### src/rtl/pft_pkg.sv
package pft_pkg;

   // Default longest varint, in bytes, before it counts as malformed.
   localparam int MAX_VARINT_BYTES_DEF = 9;

   // Varint accumulator and payload length counter.
   localparam int ACC_W = 64;
   localparam int LEN_W = 63;

   // Key layout: wire type in the low bits, field number above it.
   localparam int KEY_SHIFT     = 3;
   localparam int FIELD_FULL_W  = 32;
   localparam int FIELD_W       = 4;
   localparam int MASK_W        = 9;
   localparam logic [MASK_W-1:0] MASK_RESET = 9'd382;

   localparam logic [KEY_SHIFT-1:0] WIRE_VARINT = 3'd0;
   localparam logic [KEY_SHIFT-1:0] WIRE_LEN    = 3'd2;

   // Result queue.
   localparam int RES_FIFO_DEPTH = 4;
   localparam int RES_PTR_W      = $clog2(RES_FIFO_DEPTH);
   localparam int RES_CNT_W      = $clog2(RES_FIFO_DEPTH + 1);

   typedef enum logic [1:0] {
      EV_PAYLOAD = 2'd0,
      EV_EMPTY   = 2'd1,
      EV_DONE    = 2'd2,
      EV_ERROR   = 2'd3
   } event_type;

   typedef enum logic [1:0] {
      ERR_NONE      = 2'd0,
      ERR_WIRE_TYPE = 2'd1,
      ERR_MALFORMED = 2'd2,
      ERR_TRUNCATED = 2'd3
   } error_type;

   typedef struct packed {
      event_type          ev;
      logic [FIELD_W-1:0] field_number;
      logic [7:0]         payload_byte;
      logic               first_of_field;
      logic               last_of_field;
      error_type          error_code;
      logic               last_result;
   } result_type;

endpackage

### src/rtl/pft_parser.sv
module pft_parser
   import pft_pkg::*;
#(
   parameter int MAX_VARINT_BYTES = MAX_VARINT_BYTES_DEF
) (
   input  logic              clock,
   input  logic              reset,
   input  logic              step,
   input  logic [7:0]        in_byte,
   input  logic              in_eom,
   input  logic [MASK_W-1:0] kept_mask,
   output logic [1:0]        res_count,
   output result_type        res0,
   output result_type        res1
);

   localparam int CNT_W = $clog2(MAX_VARINT_BYTES + 1);

   typedef enum logic [4:0] {
      PH_KEY     = 5'b00001,
      PH_VALUE   = 5'b00010,
      PH_LEN     = 5'b00100,
      PH_PAYLOAD = 5'b01000,
      PH_DRAIN   = 5'b10000
   } phase_type;

   phase_type          phase_ff, phase_in;
   logic [ACC_W-1:0]   acc_ff, acc_in;
   logic [CNT_W-1:0]   cnt_ff, cnt_in;
   logic [FIELD_W-1:0] field_ff, field_in;
   logic               kept_ff, kept_in;
   logic [LEN_W-1:0]   rem_ff, rem_in;
   logic               first_ff, first_in;

   logic [6:0]           part;
   logic [CNT_W-1:0]     cnt_inc;
   logic [6:0]           shamt;
   logic [ACC_W-1:0]     feed_acc;
   logic                 malformed;
   logic                 complete;
   logic [KEY_SHIFT-1:0] key_wt;
   logic [FIELD_W-1:0]   key_lo;
   logic                 key_kept;
   logic [2*MASK_W-1:0]  mask_ext;
   logic [LEN_W-1:0]     len_val;
   error_type            err;
   logic                 a_valid, b_valid;
   result_type           res_a, res_b;

   // Shared varint byte step.
   assign part      = in_byte[6:0];
   assign cnt_inc   = cnt_ff + 1'b1;
   assign shamt     = 7'(cnt_ff) * 7'd7;
   assign feed_acc  = acc_ff | (ACC_W'(part) << shamt);
   assign malformed = in_byte[7] ? (cnt_inc >= CNT_W'(MAX_VARINT_BYTES))
                                 : ((part == 7'd0) && (cnt_ff != '0));
   assign complete  = !in_byte[7] && !malformed;

   // Key decode. Field numbers above eight are never kept.
   assign key_wt   = feed_acc[KEY_SHIFT-1:0];
   assign key_lo   = feed_acc[KEY_SHIFT +: FIELD_W];
   assign mask_ext = {{MASK_W{1'b0}}, kept_mask};
   assign key_kept = (feed_acc[KEY_SHIFT+FIELD_W +: FIELD_FULL_W-FIELD_W] == '0) &&
                     (key_lo <= FIELD_W'(MASK_W - 1)) && mask_ext[key_lo];

   // Length saturates when it does not fit the counter.
   assign len_val = feed_acc[ACC_W-1] ? {LEN_W{1'b1}} : feed_acc[LEN_W-1:0];

   always_comb begin
      phase_in = phase_ff;
      acc_in   = acc_ff;
      cnt_in   = cnt_ff;
      field_in = field_ff;
      kept_in  = kept_ff;
      rem_in   = rem_ff;
      first_in = first_ff;
      err      = ERR_NONE;
      a_valid  = 1'b0;
      b_valid  = 1'b0;
      res_a    = '0;
      res_b    = '0;
      res0     = '0;
      res1     = '0;
      res_count = 2'd0;

      unique case (phase_ff)
         PH_KEY: begin
            acc_in = feed_acc;
            cnt_in = cnt_inc;
            if (malformed) begin
               err = ERR_MALFORMED;
            end else if (complete) begin
               acc_in = '0;
               cnt_in = '0;
               if (key_wt == WIRE_VARINT) begin
                  phase_in = PH_VALUE;
               end else if (key_wt == WIRE_LEN) begin
                  kept_in  = key_kept;
                  field_in = key_kept ? key_lo : '0;
                  phase_in = PH_LEN;
               end else begin
                  err = ERR_WIRE_TYPE;
               end
            end
         end
         PH_VALUE: begin
            acc_in = feed_acc;
            cnt_in = cnt_inc;
            if (malformed) begin
               err = ERR_MALFORMED;
            end else if (complete) begin
               acc_in   = '0;
               cnt_in   = '0;
               phase_in = PH_KEY;
            end
         end
         PH_LEN: begin
            acc_in = feed_acc;
            cnt_in = cnt_inc;
            if (malformed) begin
               err = ERR_MALFORMED;
            end else if (complete) begin
               acc_in = '0;
               cnt_in = '0;
               if (len_val == '0) begin
                  if (kept_ff) begin
                     a_valid            = 1'b1;
                     res_a.ev           = EV_EMPTY;
                     res_a.field_number = field_ff;
                  end
                  phase_in = PH_KEY;
               end else begin
                  rem_in   = len_val;
                  first_in = 1'b1;
                  phase_in = PH_PAYLOAD;
               end
            end
         end
         PH_PAYLOAD: begin
            if (kept_ff) begin
               a_valid              = 1'b1;
               res_a.ev             = EV_PAYLOAD;
               res_a.field_number   = field_ff;
               res_a.payload_byte   = in_byte;
               res_a.first_of_field = first_ff;
               res_a.last_of_field  = (rem_ff == LEN_W'(1));
            end
            first_in = 1'b0;
            rem_in   = rem_ff - 1'b1;
            if (rem_ff == LEN_W'(1)) begin
               phase_in = PH_KEY;
            end
         end
         PH_DRAIN: begin
         end
         default: begin
         end
      endcase

      if (err != ERR_NONE) begin
         a_valid          = 1'b1;
         res_a            = '0;
         res_a.ev         = EV_ERROR;
         res_a.error_code = err;
         acc_in           = '0;
         cnt_in           = '0;
         phase_in         = PH_DRAIN;
      end

      if (in_eom) begin
         if ((err == ERR_NONE) && (phase_ff != PH_DRAIN)) begin
            b_valid = 1'b1;
            if ((phase_in == PH_KEY) && (cnt_in == '0)) begin
               res_b.ev = EV_DONE;
            end else begin
               res_b.ev         = EV_ERROR;
               res_b.error_code = ERR_TRUNCATED;
            end
         end
         phase_in = PH_KEY;
         acc_in   = '0;
         cnt_in   = '0;
         field_in = '0;
         kept_in  = 1'b0;
         rem_in   = '0;
         first_in = 1'b0;
      end

      if (a_valid && b_valid) begin
         res0              = res_a;
         res1              = res_b;
         res1.last_result  = 1'b1;
         res_count         = 2'd2;
      end else if (a_valid) begin
         res0              = res_a;
         res0.last_result  = 1'b1;
         res_count         = 2'd1;
      end else if (b_valid) begin
         res0              = res_b;
         res0.last_result  = 1'b1;
         res_count         = 2'd1;
      end
   end

   always_ff @(posedge clock) begin
      if (reset) begin
         phase_ff <= PH_KEY;
         acc_ff   <= '0;
         cnt_ff   <= '0;
         field_ff <= '0;
         kept_ff  <= 1'b0;
         rem_ff   <= '0;
         first_ff <= 1'b0;
      end else if (step) begin
         phase_ff <= phase_in;
         acc_ff   <= acc_in;
         cnt_ff   <= cnt_in;
         field_ff <= field_in;
         kept_ff  <= kept_in;
         rem_ff   <= rem_in;
         first_ff <= first_in;
      end
   end

endmodule

### src/rtl/pft_result_fifo.sv
module pft_result_fifo
   import pft_pkg::*;
(
   input  logic       clock,
   input  logic       reset,
   input  logic [1:0] push_count,
   input  result_type push0,
   input  result_type push1,
   output logic       space,
   output logic       out_valid,
   input  logic       out_ready,
   output result_type out_data
);

   result_type             entry_ff [RES_FIFO_DEPTH];
   logic [RES_PTR_W-1:0]   wr_ff, wr_in;
   logic [RES_PTR_W-1:0]   rd_ff, rd_in;
   logic [RES_CNT_W-1:0]   cnt_ff, cnt_in;
   logic                   pop;

   assign out_valid = (cnt_ff != '0);
   assign out_data  = entry_ff[rd_ff];
   assign pop       = out_valid && out_ready;
   // Room for the two results one byte can cause.
   assign space     = (cnt_ff <= RES_CNT_W'(RES_FIFO_DEPTH - 2));

   assign wr_in  = wr_ff + RES_PTR_W'(push_count);
   assign rd_in  = rd_ff + RES_PTR_W'(pop);
   assign cnt_in = cnt_ff + RES_CNT_W'(push_count) - RES_CNT_W'(pop);

   always_ff @(posedge clock) begin
      if (push_count != 2'd0) begin
         entry_ff[wr_ff] <= push0;
      end
      if (push_count == 2'd2) begin
         entry_ff[wr_ff + 1'b1] <= push1;
      end
   end

   always_ff @(posedge clock) begin
      if (reset) begin
         wr_ff  <= '0;
         rd_ff  <= '0;
         cnt_ff <= '0;
      end else begin
         wr_ff  <= wr_in;
         rd_ff  <= rd_in;
         cnt_ff <= cnt_in;
      end
   end

endmodule

### src/rtl/protobuf_field_tokenizer.sv
// Channel  Dir  Handshake         Contents
// req      in   tvalid / tready   tdata = message byte, tlast = end of message
// rsp      out  tvalid / tready   tdata = field, payload, marks, error code;
//                                 tuser = event kind, tlast = last result of a byte
// csr      in   csr_we            csr_wdata = kept field mask
//
// One message byte is taken per cycle while req_tready is high. A byte is held in the input
// register after its transfer, and its results enter the result queue when it is parsed.
// Bytes that cause two results (a final byte with its own result) leave as two rsp transfers;
// the four-entry result queue absorbs them and throttles req_tready.
// Reset is synchronous and active high; it restores the mask to its reset value and
// puts the parser at the start of a key. A stall on rsp holds the queue head steady.
// A held byte is parsed only while the queue has room for two results, so req_tready
// drops once the queue lacks that room and the input register is occupied.
module protobuf_field_tokenizer
   import pft_pkg::*;
#(
   parameter int MAX_VARINT_BYTES = MAX_VARINT_BYTES_DEF
) (
   input  logic              clock,
   input  logic              reset,
   input  logic              req_tvalid,
   output logic              req_tready,
   input  logic [7:0]        req_tdata,   // [7:0] in_byte
   input  logic              req_tlast,
   output logic              rsp_tvalid,
   input  logic              rsp_tready,
   // [3:0] field_number, [11:4] payload_byte, [12] first_of_field,
   // [13] last_of_field, [15:14] error_code
   output logic [15:0]       rsp_tdata,
   output logic [1:0]        rsp_tuser,   // [1:0] event_res
   output logic              rsp_tlast,
   input  logic              csr_we,
   input  logic [MASK_W-1:0] csr_wdata
);

   // Input register in front of the parser.
   logic              in_valid_ff, in_valid_in;
   logic [7:0]        in_byte_ff;
   logic              in_eom_ff;
   logic [MASK_W-1:0] mask_ff;

   logic       step;
   logic       space;
   logic       req_xfer;
   logic [1:0] res_count;
   logic [1:0] push_count;
   result_type res0, res1, head;

   // The held byte is parsed once the queue can take whatever it produces.
   assign step       = in_valid_ff && space;
   assign req_tready = !in_valid_ff || step;
   assign req_xfer   = req_tvalid && req_tready;
   assign push_count = step ? res_count : 2'd0;

   always_comb begin
      in_valid_in = in_valid_ff;
      if (req_xfer) begin
         in_valid_in = 1'b1;
      end else if (step) begin
         in_valid_in = 1'b0;
      end
   end

   always_ff @(posedge clock) begin
      if (reset) begin
         in_valid_ff <= 1'b0;
         mask_ff     <= MASK_RESET;
      end else begin
         in_valid_ff <= in_valid_in;
         if (csr_we) begin
            mask_ff <= csr_wdata;
         end
      end
   end

   always_ff @(posedge clock) begin
      if (req_xfer) begin
         in_byte_ff <= req_tdata;
         in_eom_ff  <= req_tlast;
      end
   end

   pft_parser #(
      .MAX_VARINT_BYTES(MAX_VARINT_BYTES)
   ) u_parser (
      .clock     (clock),
      .reset     (reset),
      .step      (step),
      .in_byte   (in_byte_ff),
      .in_eom    (in_eom_ff),
      .kept_mask (mask_ff),
      .res_count (res_count),
      .res0      (res0),
      .res1      (res1)
   );

   pft_result_fifo u_result_fifo (
      .clock      (clock),
      .reset      (reset),
      .push_count (push_count),
      .push0      (res0),
      .push1      (res1),
      .space      (space),
      .out_valid  (rsp_tvalid),
      .out_ready  (rsp_tready),
      .out_data   (head)
   );

   // Output fields, packed from the lowest bit up.
   assign rsp_tdata = {head.error_code, head.last_of_field, head.first_of_field,
                       head.payload_byte, head.field_number};
   assign rsp_tuser = head.ev;
   assign rsp_tlast = head.last_result;

endmodule

### config.mk
export PLATFORM = sky130hd
export DESIGN_NAME = protobuf_field_tokenizer
export DESIGN_NICKNAME = d
export VERILOG_FILES = /design/src/rtl/pft_pkg.sv /design/src/rtl/pft_parser.sv /design/src/rtl/pft_result_fifo.sv /design/src/rtl/protobuf_field_tokenizer.sv
export SDC_FILE = /design/constraint.sdc
export NUM_CORES = 1
export LEC_CHECK = 0
export ABC_AREA = 1
export BUFFER_PORTS_ARGS = -buffer_cell sky130_fd_sc_hd__clkbuf_2
export CORE_UTILIZATION = 45
export DETAILED_ROUTE_END_ITERATION = 7
export GPL_ROUTABILITY_DRIVEN = 0
export PLACE_DENSITY_LB_ADDON = 0.25
export SYNTH_ARGS = -nofsm -noshare
export SYNTH_HDL_FRONTEND = slang
export SYNTH_SLANG_ARGS = --single-unit
### constraint.sdc
create_clock -name clock -period 11.3 [get_ports clock]
set_clock_uncertainty 0.1 [all_clocks]
set_input_delay 1.13 -clock clock [delete_from_list [all_inputs] [get_ports clock]]
set_output_delay 1.13 -clock clock [all_outputs]
set_load 0.005 [all_outputs]
# After elaboration in Yosys (flattened, before gate mapping)
# Memories as Yosys holds them, arrays and structs flattened. A register that Yosys moved wholly into a read port is not among the register bits.
# Cells that the tools add are included.
# W data, S select, Z words.
# word_totals
memories	1
out_inout_bits	21
ff_bits	168
rom_bits	0
elab_cells	171
latchBits	0
mem_bits_rw	76
# op_classes
order_cmp	4
reduce_logical	35
muxes	93
div	0
add_sub_neg	7
eq_ne	14
mul	1
n_bitwise	1
shift	1
# mem_list
name	words	width	read_ports	rd_ports_with_merged_regs	write_ports	line	text
u_result_fifo.entry_ff	4	19	1	1	2	pft_result_fifo.sv:15	result_type entry_ff [RES_FIFO_DEPTH];
# op_table
op	count
$mux W64	5
$mux W63	5
$pmux W63 S2	1
$mux W19	5
$or A64 B64 Y64	1
$shl A7 B7 Y64	1
$eq A63 B1 Y1 const B	1
$logic_not A63 Y1	1
$sub A63 B1 Y63 const B	1
$mux W5	12
$mux W4	13
$logic_not A28 Y1	1
$mux W1	28
$mux W2	13
$pmux W5 S4	1
$mux W6	3
$mux W14	1
$pmux W6 S2	1
$reduce_bool A2 Y1	6
$eq A5 B1 Y1 const B	2
$logic_and A1 B1 Y1	10
$mux W10	1
$reduce_bool A3 Y1	3
$logic_not A7 Y1	1
34 further kinds	39

# Longest topological paths before layout
# depth
ltp_word	20
mapped_depth	28

# Hierarchy
# A second synthesis with hierarchy kept.
# hier_totals
cells_unflattened	2054
hier_area_um2	14262.4
# modules_own_cells
mod	instances	cells_per_inst	area_per_inst_um2	seq_area_each_um2
pft_parser	1	1563	9492.9	2842.7
pft_result_fifo	1	431	4124.0	2422.3
protobuf_field_tokenizer	1	60	645.6	470.5

# Least setup slack after synthesis
# No wires, ideal clock.
# synth_path
path_kind	register to register
startpoint	reg u_parser.cnt_ff[1]
endpoint	mem u_result_fifo.entry_ff[1][0] (netlist name) (enable)
path_stages_with_launch	22
path_slack_ns	7.422
n_path_buf	3
arrival_time_ns	3.465
setup_time_ns	0.313
cell_sequence	dfxtp_1 inv_1 clkbuf_1 ha_1 nand2_1 nand4_1 nand2_1 nor2_2 nand2_1 nand2_2 inv_2 buf_2 nand3_1 inv_1 ha_1 inv_1 nor2_1 nor2_1 nor2_1 clkinv_1 clkbuf_1 nand2_1
# synth_lines
element	line	text
from (decl)	pft_parser.sv:29	logic [CNT_W-1:0] cnt_ff, cnt_in;
from (signal assigned)	pft_parser.sv:217	cnt_ff <= cnt_in;
to (decl)	pft_result_fifo.sv:15	

==> flow_results.xml <==
<?xml version="1.0" encoding="UTF-8"?>
<metrics>
  <group name="sta">
    <metric name="setup_repair_after_global_routing_missed_its_margin" unit="">no</metric>
    <metric name="period_minus_slack" unit="ns">5.48</metric>
    <metric name="tightest_slew" unit="ns">1.22</metric>
    <metric name="finalMaxSlewViolations" unit="">0</metric>
    <metric name="setup_viol" unit="">0</metric>
    <metric name="fin_setup_tns" unit="ns">0</metric>
    <metric name="final-hold-violation-count" unit="">0</metric>
    <metric name="slew_headroom" unit="">0.185</metric>
    <metric name="clock.fmax" unit="MHz">183</metric>
    <metric name="period_share" unit="">0.485</metric>
  </group>
  <group name="synth">
    <metric name="yosysTopAreaCell" unit="">dfxtp_1</metric>
    <metric name="synth.top_cells.by_area" unit="">dfxtp_1, nand2_1, nor2_1, o21ai_0, a21oi_1</metric>
    <metric name="synth_seq_area_share" unit="">0.392</metric>
    <metric name="synthesis.area" unit="mm2">0.0132</metric>
    <metric name="ys_dominant_reg_cell" unit="">dfxtp_1</metric>
    <metric name="synthesis.yosys.warnings" unit="">0</metric>
    <metric name="netlist-cell-type-count" unit="">44</metric>
    <metric name="ys_ff_latch" unit="">244</metric>
    <metric name="synthesis.area_per_instance" unit="um2">6.68</metric>
    <metric name="synth_enable_flop_cells" unit="">29</metric>
    <metric name="synth-async-reset-ratio" unit="">0</metric>
    <metric name="synth_cells" unit="">1980</metric>
    <metric name="postSynthNetCount" unit="">2015</metric>
    <metric name="synth_top_area_frac" unit="">0.326</metric>
  </group>
  <group name="power_and_ir_drop">
    <metric name="p_seq_frac" unit="">0.383</metric>
    <metric name="comb_power_share" unit="">0.256</metric>
    <metric name="p_clk_frac" unit="">0.361</metric>
    <metric name="max-vdd-ir-drop" unit="mV">0.121</metric>
    <metric name="pwr_dens" unit="mW/mm2">172</metric>
    <metric name="sw_frac_of_total" unit="">0.337</metric>
    <metric name="cellInternalPower" unit="mW">1.65</metric>
    <metric name="switching_power" unit="mW">0.842</metric>
    <metric name="static-leakage-power" unit="nW">6.17</metric>
  </group>
  <group name="min_path">
    <metric name="hold_path_class" unit="">register to register</metric>
    <metric name="min_from" unit="">mask_ff[0]$_SDFFE_PP0P_</metric>
    <metric name="holdPathStages" unit="">2</metric>
    <metric name="whs_endpoint" unit="">mask_ff[0]$_SDFFE_PP0P_</metric>
  </group>
  <group name="setup_path">
    <metric name="r2r_start" unit="">u_parser.cnt_ff[1]$_SDFFE_PP0P_</metric>
    <metric name="arrival_worst_endpoint" unit="ns">5.58</metric>
    <metric name="crit-reg2reg-capture" unit="">u_result_fifo.entry_ff[1][1]$_DFFE_PP_</metric>
    <metric name="crit_fanout" unit="">34</metric>
    <metric name="worst_ep_required_time" unit="ns">11.40</metric>
    <metric name="ff2ff_setup_slack" unit="ns">5.82</metric>
    <metric name="crit_type" unit="">register to register</metric>
    <metric name="crit_path_start_kind" unit="">register</metric>
    <metric name="r2r_cells" unit="">21</metric>
    <metric name="setup.worst_path.end_class" unit="">register</metric>
  </group>
  <group name="cts">
    <metric name="cts_htree_levels" unit="">1</metric>
    <metric name="cts_resized" unit="">0</metric>
    <metric name="ctsHoldBuffers" unit="">0</metric>
    <metric name="clk_root_buffer_cell" unit="">clkbuf_16</metric>
    <metric name="clkTransAtPathRegs" unit="ns">0.06</metric>
    <metric name="clock_tree_from_tritoncts" unit="">yes</metric>
    <metric name="postCtsSetupBuffers" unit="">0</metric>
    <metric name="clock_insertion_delay_worst_skew" unit="ns">0.55</metric>
    <metric name="clk_path_buf_depth" unit="">3</metric>
    <metric name="numCtsBuffers" unit="">28</metric>
    <metric name="clock_sink_count" unit="">244</metric>
  </group>
  <group name="global_routing">
    <metric name="first_pass_grt_wire_length" unit="um">67200</metric>
    <metric name="grt_antenna_before_repair" unit="">0</metric>
    <metric name="grt_pass1_vias" unit="">12500</metric>
    <metric name="global_route.overflow_total" unit="">0</metric>
    <metric name="track_usage" unit="">0.278</metric>
    <metric name="pin_count_of_the_biggest_net_entering_global_routing" unit="">75</metric>
  </group>
  <group name="layout">
    <metric name="antenna_cells" unit="">0</metric>
    <metric name="mostFrequentLayoutCell" unit="">nand2_1</metric>
    <metric name="flow.area_growth_from_synthesis" unit="%">9.82</metric>
    <metric name="drive_gt1_frac" unit="">0.0610</metric>
    <metric name="most-common-layout-cells" unit="">nand2_1, nor2_1, dfxtp_1, o21ai_0, a21oi_1</metric>
    <metric name="final_stage_net_count" unit="">1996</metric>
    <metric name="seqCellArea" unit="mm2">0.00517</metric>
    <metric name="postLayoutCoreUtil" unit="">0.504</metric>
    <metric name="number_of_fill_cells" unit="">2881</metric>
    <metric name="multi_input_area" unit="mm2">0.00700</metric>
  </group>
  <group name="die">
    <metric name="core_area" unit="mm2">0.0288</metric>
    <metric name="initial_utilization" unit="">0.459</metric>
    <metric name="floorplan.die.height" unit="um">173</metric>
    <metric name="floorplan.die_area" unit="mm2">0.0301</metric>
    <metric name="die-width" unit="um">173</metric>
    <metric name="num_rows" unit="">62</metric>
    <metric name="num_io_pins" unit="">44</metric>
  </group>
  <group name="route">
    <metric name="wl" unit="um">42200</metric>
    <metric name="detail_route.first_pass.iterations" unit="">6</metric>
    <metric name="wire_per_inst" unit="um">17.9</metric>
    <metric name="drt_iter0_markers" unit="">1219</metric>
    <metric name="ant_nets" unit="">0</metric>
    <metric name="vias" unit="">13600</metric>
    <metric name="detail_route.vias_per_cell" unit="">5.76</metric>
    <metric name="drc" unit="">0</metric>
  </group>
  <group name="status">
    <metric name="status" unit="">completed</metric>
  </group>
  <group name="placed_design">
    <metric name="numPortBuffers" unit="">43</metric>
    <metric name="detailed_place_hpwl" unit="um">29900</metric>
  </group>
  <group name="run">
    <metric name="maxCapViolCount" unit="">0</metric>
  </group>
</metrics>
-- critical path: stages, from the launching register on --
cell      delay (ns)
dfxtp_1         0.73
nor2_1          0.16
nand2_1         0.09
nand2_1         0.05
buf_4           0.22
inv_2           0.49
nand2_1         0.29
nor2_1          0.17
nand3_1         0.08
nor2_1          0.10
nand2_1         0.13
or2_1           0.27
nand2_1         0.07
inv_1           0.05
nand2_1         0.07
ha_1            0.16
inv_1           0.10
nor2_1          0.21
nor2_1          0.12
nor2_1          0.35
clkinv_1        0.67
nand2_1         0.45
-- worst max path at each step --
stage	start	endpoint	cells after the start
6_report	u_parser.cnt_ff[1]$_SDFFE_PP0P_	u_result_fifo.entry_ff[1][1]$_DFFE_PP_	21
5_1_grt	u_parser.cnt_ff[1]$_SDFFE_PP0P_	u_result_fifo.entry_ff[0][2]$_DFFE_PP_	21
4_1_cts	u_parser.cnt_ff[1]$_SDFFE_PP0P_	u_result_fifo.entry_ff[1][1]$_DFFE_PP_	21
3_5_place_dp	u_parser.cnt_ff[1]$_SDFFE_PP0P_	u_result_fifo.entry_ff[1][1]$_DFFE_PP_	21
2_1_floorplan	u_parser.cnt_ff[1]$_SDFFE_PP0P_	u_result_fifo.entry_ff[1][0]$_DFFE_PP_	21
3_3_place_gp	u_parser.cnt_ff[1]$_SDFFE_PP0P_	u_result_fifo.entry_ff[1][1]$_DFFE_PP_	21
-- synth_stat cells, drive strengths merged, types with 2 or more instances --
cell type,n
a311oi,3
nand2,373
a21o,2
ha,11
xor2,32
nor4,11
inv,154
nor3,75
clkinv,12
clkbuf,75
a22oi,10
o21bai,6
o31ai,2
a31oi,5
nand4,21
o21ai,211
o22ai,21
o311ai,4
a21oi,184
o21a,7
dfxtp,215
xnor2,14
buf,29
edfxtp,29
nor2,311
nand3,155
-- state kept, by name, summed over array words and instances, names as in the netlist, 2 cells and up --
name / count
u_parser.rem_ff: 63
mask_ff: 9
u_parser.acc_ff: 64
u_result_fifo.rd_ff: 2
u_result_fifo.entry_ff: 76
u_parser.field_ff: 4
u_parser.phase_ff: 5
u_parser.cnt_ff: 4
u_result_fifo.cnt_ff: 3
in_byte_ff: 8
u_result_fifo.wr_ff: 2
-- logic make-up after synthesis --
logic type,after synthesis,share of synthesized area
AND/OR/NAND/NOR,948,0.301
AO/OA/AOI/OAI,460,0.185
buffers and inverters,270,0.0802
flip-flops,244,0.392
XOR/XNOR,46,0.0305
adder cells (fa/ha/maj),12,0.0119
-- layer usage --
layer,global-route usage,part of all wire
met1,0.348,0.40
met5,0,0
met2,0.455,0.46
met3,0.0445,0.074
met4,0.157,0.061
-- cell type report --
class / instances / area share
Clock buffer: 41 / 0.0579
Clock inverter: 10 / 0.00578
Inverter: 166 / 0.0429
Multi-Input combinational cell: 1466 / 0.483
Sequential cell: 244 / 0.357
Tap cell: 384 / 0.0331
Timing Repair Buffer: 55 / 0.0212
-- power by group through the flow --
| stage | Sequential [mW] | Clock [mW] | Combinational (mW) |
|---|---|---|---|
| 3_5_place_dp | 0.974 | 0 | 0.628 |
| 5_1_grt | 0.961 | 0.950 | 0.720 |
| 3_3_place_gp | 0.973 | 0 | 0.623 |
| 6_report | 0.957 | 0.900 | 0.639 |
| 4_1_cts | 0.956 | 0.916 | 0.632 |
| 2_1_floorplan | 0.959 | 0 | 0.462 |
-- per-stage QoR --
stage / cell area (um2) / setup WS, ns / total power [mW] / hold slack, ns / cells
floorplan: 13200 / 7.42 / 1.42 / 0.329 / 1980
global placement: 13600 / 6.12 / 1.60 / 0.345 / 2315
detailed placement: 13600 / 5.97 / 1.60 / 0.343 / 2315
CTS: 14500 / 5.95 / 2.50 / 0.354 / 2366
global route: 14500 / 5.19 / 2.63 / 0.375 / 2366
finish: 14500 / 5.82 / 2.50 / 0.352 / 2366
(Power assumes the default switching activity.)
